===== config.mk =====
export PLATFORM = sky130hd
export DESIGN_NAME = plac_mac
export DESIGN_NICKNAME = d
export VERILOG_FILES = /design/src/hw/rtl/plac_pkg.sv /design/src/hw/rtl/plac_mac.sv
export SDC_FILE = /design/constraint.sdc
export NUM_CORES = 1
export LEC_CHECK = 0
export ABC_CLOCK_PERIOD_IN_PS = 14200
export BUFFER_PORTS_ARGS = -buffer_cell sky130_fd_sc_hd__buf_2
export CAP_MARGIN = 20
export CORE_ASPECT_RATIO = 1.2
export CORE_MARGIN = 1.5
export CORE_UTILIZATION = 45
export CTS_CLUSTER_SIZE = 8
export DETAILED_ROUTE_END_ITERATION = 10
export GPL_ROUTABILITY_DRIVEN = 0
export MAX_ROUTING_LAYER = met4
export PLACE_DENSITY_LB_ADDON = 0.25
export SLEW_MARGIN = 10
export SYNTH_ARGS = -nofsm -noshare
export SYNTH_HDL_FRONTEND = slang
export SYNTH_SLANG_ARGS = --single-unit

===== constraint.sdc =====
create_clock -name clock -period 14.2 [get_ports clock]
set_input_delay 1.42 -clock clock [delete_from_list [all_inputs] [get_ports clock]]
set_output_delay 1.42 -clock clock [all_outputs]
set_load 0.1 [all_outputs]

===== src/hw/rtl/plac_pkg.sv =====
// shared types, constants and helpers of the piecewise linear activation unit
`default_nettype none
package plac_pkg;

   localparam int DATA_W    = 16;
   localparam int ACCUM_W   = 32;
   localparam int NEURON_W  = 8;
   localparam int HINGE_W   = 3;
   localparam int HCOUNT_W  = 4;
   localparam int ADDR_W    = NEURON_W + HINGE_W;
   localparam int PROD_W    = 2 * DATA_W;
   localparam int FRAC_W    = 8;
   localparam int PQ_W      = PROD_W - FRAC_W;
   localparam int SUM_W     = 28;
   localparam int OP_W      = 2;
   localparam int SEL_W     = 2;

   localparam logic [HCOUNT_W-1:0] HINGES = HCOUNT_W'(8);
   localparam logic [HCOUNT_W-1:0] HINGES_RESET = HCOUNT_W'(1);

   // request opcodes
   localparam logic [OP_W-1:0] OP_LOAD     = 2'd0;
   localparam logic [OP_W-1:0] OP_FORWARD  = 2'd1;
   localparam logic [OP_W-1:0] OP_BACKWARD = 2'd2;
   localparam logic [OP_W-1:0] OP_READ     = 2'd3;

   // multiplier operand selection
   localparam logic [SEL_W-1:0] MUL_SLOPE_DIST = 2'd0;
   localparam logic [SEL_W-1:0] MUL_GRAD_DIST  = 2'd1;
   localparam logic [SEL_W-1:0] MUL_GRAD_SLOPE = 2'd2;

   typedef struct packed {
      logic                     rd_en;
      logic [ADDR_W-1:0]        rd_addr;
      logic                     param_we;
      logic [ADDR_W-1:0]        param_addr;
      logic signed [DATA_W-1:0] slope_wr;
      logic signed [DATA_W-1:0] offset_wr;
      logic                     grad_we;
      logic [ADDR_W-1:0]        grad_addr;
      logic signed [ACCUM_W-1:0] sg_wr;
      logic signed [ACCUM_W-1:0] og_wr;
   } plac_mem_cmd_type;

   typedef struct packed {
      logic signed [DATA_W-1:0]  slope_rd;
      logic signed [DATA_W-1:0]  offset_rd;
      logic signed [ACCUM_W-1:0] sg_rd;
      logic signed [ACCUM_W-1:0] og_rd;
   } plac_mem_rsp_type;

   // clamp the running sum to the data range
   function automatic logic signed [DATA_W-1:0] sat_data(input logic signed [SUM_W-1:0] v);
      logic signed [SUM_W-1:0] hi;
      logic signed [SUM_W-1:0] lo;
      hi = SUM_W'((64'sd1 <<< (DATA_W - 1)) - 64'sd1);
      lo = -hi - SUM_W'(1);
      if (v > hi) begin
         return DATA_W'(hi);
      end else if (v < lo) begin
         return DATA_W'(lo);
      end
      return v[DATA_W-1:0];
   endfunction

   // add a product to an accumulator with saturation
   function automatic logic signed [ACCUM_W-1:0] sat_acc_add(
      input logic signed [ACCUM_W-1:0] a,
      input logic signed [PQ_W-1:0]    d
   );
      logic signed [ACCUM_W:0] s;
      s = {a[ACCUM_W-1], a} + (ACCUM_W+1)'(d);
      if (s[ACCUM_W] != s[ACCUM_W-1]) begin
         return s[ACCUM_W] ? {1'b1, {(ACCUM_W-1){1'b0}}} : {1'b0, {(ACCUM_W-1){1'b1}}};
      end
      return s[ACCUM_W-1:0];
   endfunction

endpackage
`default_nettype wire


===== src/hw/rtl/plac_mac.sv =====
// shared signed multiplier with operand select and registered product
`default_nettype none
module plac_mac (
   input  wire logic                              clock,
   input  wire logic [plac_pkg::SEL_W-1:0]        sel,
   input  wire logic signed [plac_pkg::DATA_W-1:0] slope,
   input  wire logic signed [plac_pkg::DATA_W-1:0] gap,
   input  wire logic signed [plac_pkg::DATA_W-1:0] grad,
   output logic signed [plac_pkg::PQ_W-1:0]        prod_q8
);
   import plac_pkg::*;

   logic signed [DATA_W-1:0] opa;
   logic signed [DATA_W-1:0] opb;
   logic signed [PROD_W-1:0] prod_ff;

   always_comb begin
      case (sel)
         MUL_SLOPE_DIST: begin
            opa = slope;
            opb = gap;
         end
         MUL_GRAD_DIST: begin
            opa = grad;
            opb = gap;
         end
         MUL_GRAD_SLOPE: begin
            opa = grad;
            opb = slope;
         end
         default: begin
            opa = grad;
            opb = gap;
         end
      endcase
   end

   always_ff @(posedge clock) begin
      prod_ff <= PROD_W'(opa) * PROD_W'(opb);
   end

   // arithmetic shift right is a floor to q16.8
   assign prod_q8 = prod_ff[PROD_W-1:FRAC_W];

endmodule
`default_nettype wire


==> metrics.csv, run 1 <==
stage,metric,value,unit
global_routing,total gr overflow,0,
cells_and_area,Reg with most FFs,prod_ff,
clock_network,Num Clock Sinks,24,
synth,"Seq/Total Area, Yosys",0.0453,
hold_path,hold path startpoint,grad[1],
floorplanning,Die Width,143,um
global_routing,pin count of the biggest net entering global routing,32,
timing,Final Hold Viols,0,
timing,period utilization,0.589,
clock_network,Post-CTS Repair Setup Buffers,0,
worst_setup_path,critical path cell sequence,"buf_2, nor2_2, buf_4, mux2i_1, nor2_1, fa_1, fa_1, fa_1, fa_1, fa_1, inv_1, fa_1, inv_1, ha_1, a21oi_1, nor2b_1, o21a_1, o41ai_1, o211ai_1, a221o_1, a21oi_1, xnor2_1",
timing,Max Clk Rate,0.120,GHz
route,routed via count,8018,
synth,post-synthesis register bit count,24,
synth,top_reg_cell synth,dfxtp_1,
timing,Least-Margin Pin Slew,1.09,ns
cells_and_area,"Area growth, synth to finish",8.63,%
timing,Setup TNS Final,0,ns
worst_setup_path,peak fanout along the critical path,31,
worst_setup_path,WS Path Type,input pin to register,
placement,dpl hpwl,23300,um
cells_and_area,Sequential cell area,480,um^2
route,via/cell ratio,5.16,
floorplanning,Placeable Area,23200,um^2
route,remaining antenna violation count after routing,0,
worst_setup_path,endpoint type of the worst setup path,register,
clock_network,cts repair resizes,0,
clock_network,CTS Buffer Depth,2,
synth,Synth warnings,0,
worst_setup_path,critical path launch point,sel[1],
worst_setup_path,startpoint types,input pin,
floorplanning,# IOs,75,
timing,Max Slew Vio Count,0,
cells_and_area,largest registers,prod_ff x24,
clock_network,TritonCTS buffer count,3,
synth,simple-gate share of the synthesized area,0.119,
floorplanning,Initial Util,0.458,
synth,Syn Nets,1557,
route,DRT Pass-1 Iters,6,
global_routing,vias in the first global route,8566,
global_routing,first-pass GRT wire length,42900,um
clock_network,Root Buffer,clkbuf_16,
clock_network,H-tree Lvls,1,
floorplanning,FP Rows,61,
synth,Synth Area in Adders,0.585,
timing,final worst setup slack,5.84,ns
route,drt total wl,26800,um
cells_and_area,diodes inserted,0,
cells_and_area,nets,1632,
global_routing,GR Util All Layers,0.238,
synth,post-synthesis xor/xnor area fraction,0.0264,
route,Iteration-0 DRC Markers,503,
hold_path,Min-Delay Path Class,input pin to register,
cells_and_area,Layout fillers,2266,
cells_and_area,Largest register FFs,24,
clock_network,Worst-path clk slew,0.07,ns
timing,unrepaired setup endpoints after global routing,no,
worst_setup_path,Worst Path Required,14.40,ns
worst_setup_path,Worst path max stage delay,0.84,ns
synth,Post-synth EDFFs,0,
timing,# setup viols final,0,
route,Routed WL per cell,17.2,um
clock_network,CTS tree,built,
cells_and_area,Final Util,0.497,
synth,syn avg cell area,9.11,um^2
cells_and_area,area of the multi-input gates,8920,um^2
cells_and_area,fraction of layout cells with a size suffix above 1,0.106,
timing,Slew headroom,0.251,
synth,Yosys cell types,54,
synth,complex-gate fraction of the synthesized area,0.0502,
synth,multiplexer share of the synthesized area,0.0589,
worst_setup_path,Crit path top cell by count,fa_1,
global_routing,initial antenna violation count,0,
synth,largest family of logic cells by synthesized area,adder cells,
placement,pre-CTS setup slack,5.63,ns
status,status,completed,
floorplanning,DIE AREA,24500,um^2
timing,final period demand of the worst path,8.36,ns
synth,Post-synth ARST share,0,
run,Max Cap Viol,0,
placement,I/O Buffers,74,
timing,Fin Hold WS,2.08,ns
synth,Post-Syn Instances,1166,
synth,Netlist Area Pre-Place,10600,um^2
worst_setup_path,Slowest cell on crit path,fa_1,
floorplanning,DIE HEIGHT,171,um
clock_network,hold_buf cts,0,
worst_setup_path,CP arrival,8.56,ns
route,residual DRC count,0,
-- worst paths after layout --
path	end	slack (ns)	depth (start not counted)
hold / removal	prod_ff[8]$_DFF_P_	2.08	7
setup / recovery	prod_ff[31]$_DFF_P_	5.84	22
-- cell type report --
| type | count | area share |
|---|---|---|
| clock buffer | 3 | 0.00651 |
| timing repair buffer | 92 | 0.0438 |
| clock inverter | 1 | 0.00260 |
| tap | 315 | 0.0342 |
| inverter | 301 | 0.0980 |
| multi-input combinational | 819 | 0.773 |
| sequential | 24 | 0.0417 |
-- metal layers --
metal	vias to the layer above	global-route usage	part of all wire
met5	-	-	0
met4	0	0.110	0.055
met3	82	0.0384	0.056
met2	257	0.413	0.53
met1	4066	0.270	0.36
li1	3613	-	-
-- kinds of logic after synthesis --
kind of cell             Yosys count
AO/OA/AOI/OAI                     81
XOR/XNOR                          32
adder cells (fa/ha/maj)          340
buffers and inverters            323
flip-flops                        24
multiplexers                      58
AND/OR/NAND/NOR                  308
-- Yosys cell counts, drive strengths merged, types with 3 or more instances --
| cell | count | share of area |
|---|---|---|
| inv | 301 | 0.11 |
| mux2 | 26 | 0.028 |
| a21oi | 27 | 0.013 |
| o21ai | 17 | 0.0084 |
| nand2b | 7 | 0.0041 |
| buf | 4 | 0.0022 |
| mux2i | 32 | 0.031 |
| and3 | 3 | 0.0018 |
| dfxtp | 24 | 0.045 |
| nand2 | 131 | 0.046 |
| xor2 | 9 | 0.0074 |
| a211oi | 3 | 0.0021 |
| fa | 261 | 0.49 |
| a221o | 3 | 0.0028 |
| nor2b | 5 | 0.0029 |
| or2 | 3 | 0.0018 |
| nand4 | 4 | 0.0024 |
| ha | 79 | 0.093 |
| and2 | 3 | 0.0018 |
| a21o | 9 | 0.0065 |
| o21a | 3 | 0.0021 |
| xnor2 | 23 | 0.019 |
| nand3 | 5 | 0.0024 |
| clkbuf | 18 | 0.0064 |
| nor2 | 142 | 0.050 |
-- per-stage QoR --
stage | cells | instance area [um^2]
floorplan | 1166 | 10600
global placement | 1550 | 11400
detailed placement | 1550 | 11400
CTS | 1554 | 11500
global route | 1555 | 11500
finish | 1555 | 11500
-- critical path: cells and delay by family --
family / cells / cell delay, ns
AO/OA/AOI/OAI: 6 / 1.51
XOR/XNOR: 1 / 0.13
adder cells (fa/ha/maj): 7 / 3.81
buffers and inverters: 4 / 0.61
multiplexers: 1 / 0.78
AND/OR/NAND/NOR: 3 / 0.30
-- placed cells by master, fill, tap and decap left out, drive strengths merged, types with 2 or more instances in the layout --
cell type and count:
a221o 3, a21boi 2, nand2b 7, a41oi 2
mux2i 32, fa 261, a211oi 3, nor2 142
o21a 3, o311ai 2, nand4 4, a21oi 27
or2 3, o211ai 2, inv 301, xor2 9
clkbuf 4, and3 3, nor2b 5, nand3 5
ha 79, a21o 9, o21ai 17, mux2 26
buf 91, nand2 131, xnor2 23, dfxtp 24
and2 3
Power of run 1 is left out: the tool's default activity adds up to more than one toggle a clock period on the data nets, which glitch-free logic cannot reach.
==> run 2, diff against run 1 <==
- ABC_CLOCK_PERIOD_IN_PS: 14200 -> 8400
- clock period: 14.2 -> 8.4 ns (I/O delays scaled with it)
==> metrics.csv, run 2 (same netlist as run 1, synthesis figures left out) <==
stage,metric,value,unit,change
run,Max Cap Viol,0,,unchanged
route,drt total wl,27700,um,was 26800 um
worst_setup_path,peak fanout along the critical path,16,,was 31
clock_network,Worst-path clk slew,0.07,ns,about the same
route,Iteration-0 DRC Markers,477,,was 503
worst_setup_path,startpoint types,input pin,,unchanged
worst_setup_path,CP arrival,7.85,ns,was 8.56 ns
global_routing,total gr overflow,0,,unchanged
timing,final worst setup slack,0.749,ns,was 5.84 ns
timing,Least-Margin Pin Slew,0.724,ns,was 1.09 ns
clock_network,Num Clock Sinks,24,,unchanged
placement,pre-CTS setup slack,0.532,ns,was 5.63 ns
floorplanning,Initial Util,0.458,,unchanged
placement,dpl hpwl,24100,um,was 23300 um
timing,Max Clk Rate,0.131,GHz,
route,via/cell ratio,5.18,,was 5.16
floorplanning,# IOs,75,,unchanged
clock_network,Root Buffer,clkbuf_16,,unchanged
global_routing,initial antenna violation count,0,,unchanged
status,status,completed,,unchanged
floorplanning,FP Rows,61,,unchanged
cells_and_area,largest registers,prod_ff x24,,unchanged
timing,final period demand of the worst path,7.65,ns,
worst_setup_path,WS Path Type,input pin to register,,unchanged
cells_and_area,most frequent cells in the layout,"301 x inv_1, 261 x fa_1, 141 x nor2_1",,unchanged
timing,Final Hold Viols,0,,unchanged
timing,Slew headroom,0.504,,was 0.251
timing,period utilization,0.911,,
route,DRT Pass-1 Iters,5,,was 6
cells_and_area,diodes inserted,0,,unchanged
timing,# setup viols final,0,,unchanged
timing,Max Slew Vio Count,0,,unchanged
global_routing,pin count of the biggest net entering global routing,17,,was 32
cells_and_area,fraction of layout cells with a size suffix above 1,0.114,,was 0.106
placement,I/O Buffers,74,,unchanged
timing,Setup TNS Final,0,ns,unchanged
route,residual DRC count,0,,unchanged
clock_network,hold_buf cts,0,,unchanged
cells_and_area,nets,1644,,was 1632
global_routing,vias in the first global route,8570,,was 8566
worst_setup_path,endpoint type of the worst setup path,register,,unchanged
floorplanning,Die Width,143,um,unchanged
floorplanning,DIE HEIGHT,171,um,unchanged
timing,unrepaired setup endpoints after global routing,no,,unchanged
clock_network,H-tree Lvls,1,,unchanged
worst_setup_path,CP Capture Point,prod_ff[31]$_DFF_P_,,unchanged
clock_network,cts repair resizes,0,,unchanged
cells_and_area,"Area growth, synth to finish",9.47,%,was 8.63%
floorplanning,Placeable Area,23200,um^2,unchanged
floorplanning,DIE AREA,24500,um^2,unchanged
hold_path,Min-Delay Path Class,input pin to register,,unchanged
global_routing,GR Util All Layers,0.247,,was 0.238
cells_and_area,design area,11600,um^2,was 11500 um^2
clock_network,Post-CTS Repair Setup Buffers,0,,unchanged
route,routed via count,8122,,was 8018
route,Routed WL per cell,17.7,um,was 17.2 um
clock_network,CTS tree,built,,unchanged
route,remaining antenna violation count after routing,0,,unchanged
placement,Area after DPL,11500,um^2,was 11400 um^2
cells_and_area,Reg with most FFs,prod_ff,,unchanged
global_routing,first-pass GRT wire length,44200,um,was 42900 um
clock_network,TritonCTS buffer count,3,,unchanged
worst_setup_path,critical path launch point,sel[0],,was sel[1]
clock_network,CTS Buffer Depth,2,,unchanged
worst_setup_path,Worst Path Required,8.60,ns,was 14.40 ns
cells_and_area,Largest register FFs,24,,unchanged
cells_and_area,"most common cell after layout, fill and taps aside",inv_1,,unchanged
## run 2: cell count changes in the layout (fill, tap and decap cells not counted)
cell	change
clkbuf_4	-1
buf_4	+13
## run 2: per-stage QoR
step / std cells / util / hold WS [ns]
2_1_floorplan: 1166 / - / 1.42
3_3_place_gp: 1563 / 0.496 / 1.39
3_5_place_dp: 1563 / 0.496 / 1.39
4_1_cts: 1567 / 0.501 / 1.53
5_1_grt: 1567 / 0.501 / 1.56
6_report: 1567 / 0.501 / 1.55
## run 2: layout make-up
cell class	count	area, um^2
clock inverters	1	30.0
clock buffers	3	75.1
flip-flops and latches	24	480
well taps	315	394
fillers	2305	11600
inverters	301	1130
multi-input cells	819	8920
repair buffers	104	596
## run 2: per-layer routing
metal  wire length (um)  global-route usage  vias to the layer above
met2              15200               0.447                      246
met1               9930               0.283                     4168
met4               1110              0.0834                        0
li1                   -                   -                     3641
met5                  0                   -                        -
met3               1420              0.0290                       67
## run 2: worst min path at each step
stage / to / from / slack (ns) / depth (start not counted)
floorplan: prod_ff[11]$_DFF_P_ / slope[1] / 1.42 / 5
global placement: prod_q8[3] / prod_ff[11]$_DFF_P_ / 1.39 / 1
detailed placement: prod_q8[3] / prod_ff[11]$_DFF_P_ / 1.39 / 1
CTS: prod_ff[8]$_DFF_P_ / grad[1] / 1.53 / 7
global route: prod_ff[8]$_DFF_P_ / grad[1] / 1.56 / 7
finish: prod_ff[8]$_DFF_P_ / grad[1] / 1.55 / 7
## run 2: worst max-delay path: stages
cell	delay [ns]
buf_2	0.11
nand2b_1	0.45
buf_4	0.33
mux2i_1	0.22
buf_4	0.26
nor2_1	0.10
fa_1	0.57
fa_1	0.87
fa_1	0.53
fa_1	0.50
fa_1	0.49
inv_1	0.05
fa_1	0.48
inv_1	0.05
ha_1	0.33
a21oi_1	0.20
nor2b_1	0.07
o21a_1	0.19
o41ai_1	0.27
o211ai_1	0.22
a221o_1	0.40
a21oi_1	0.18
xnor2_1	0.13
Power of run 2 is left out for the same reason.
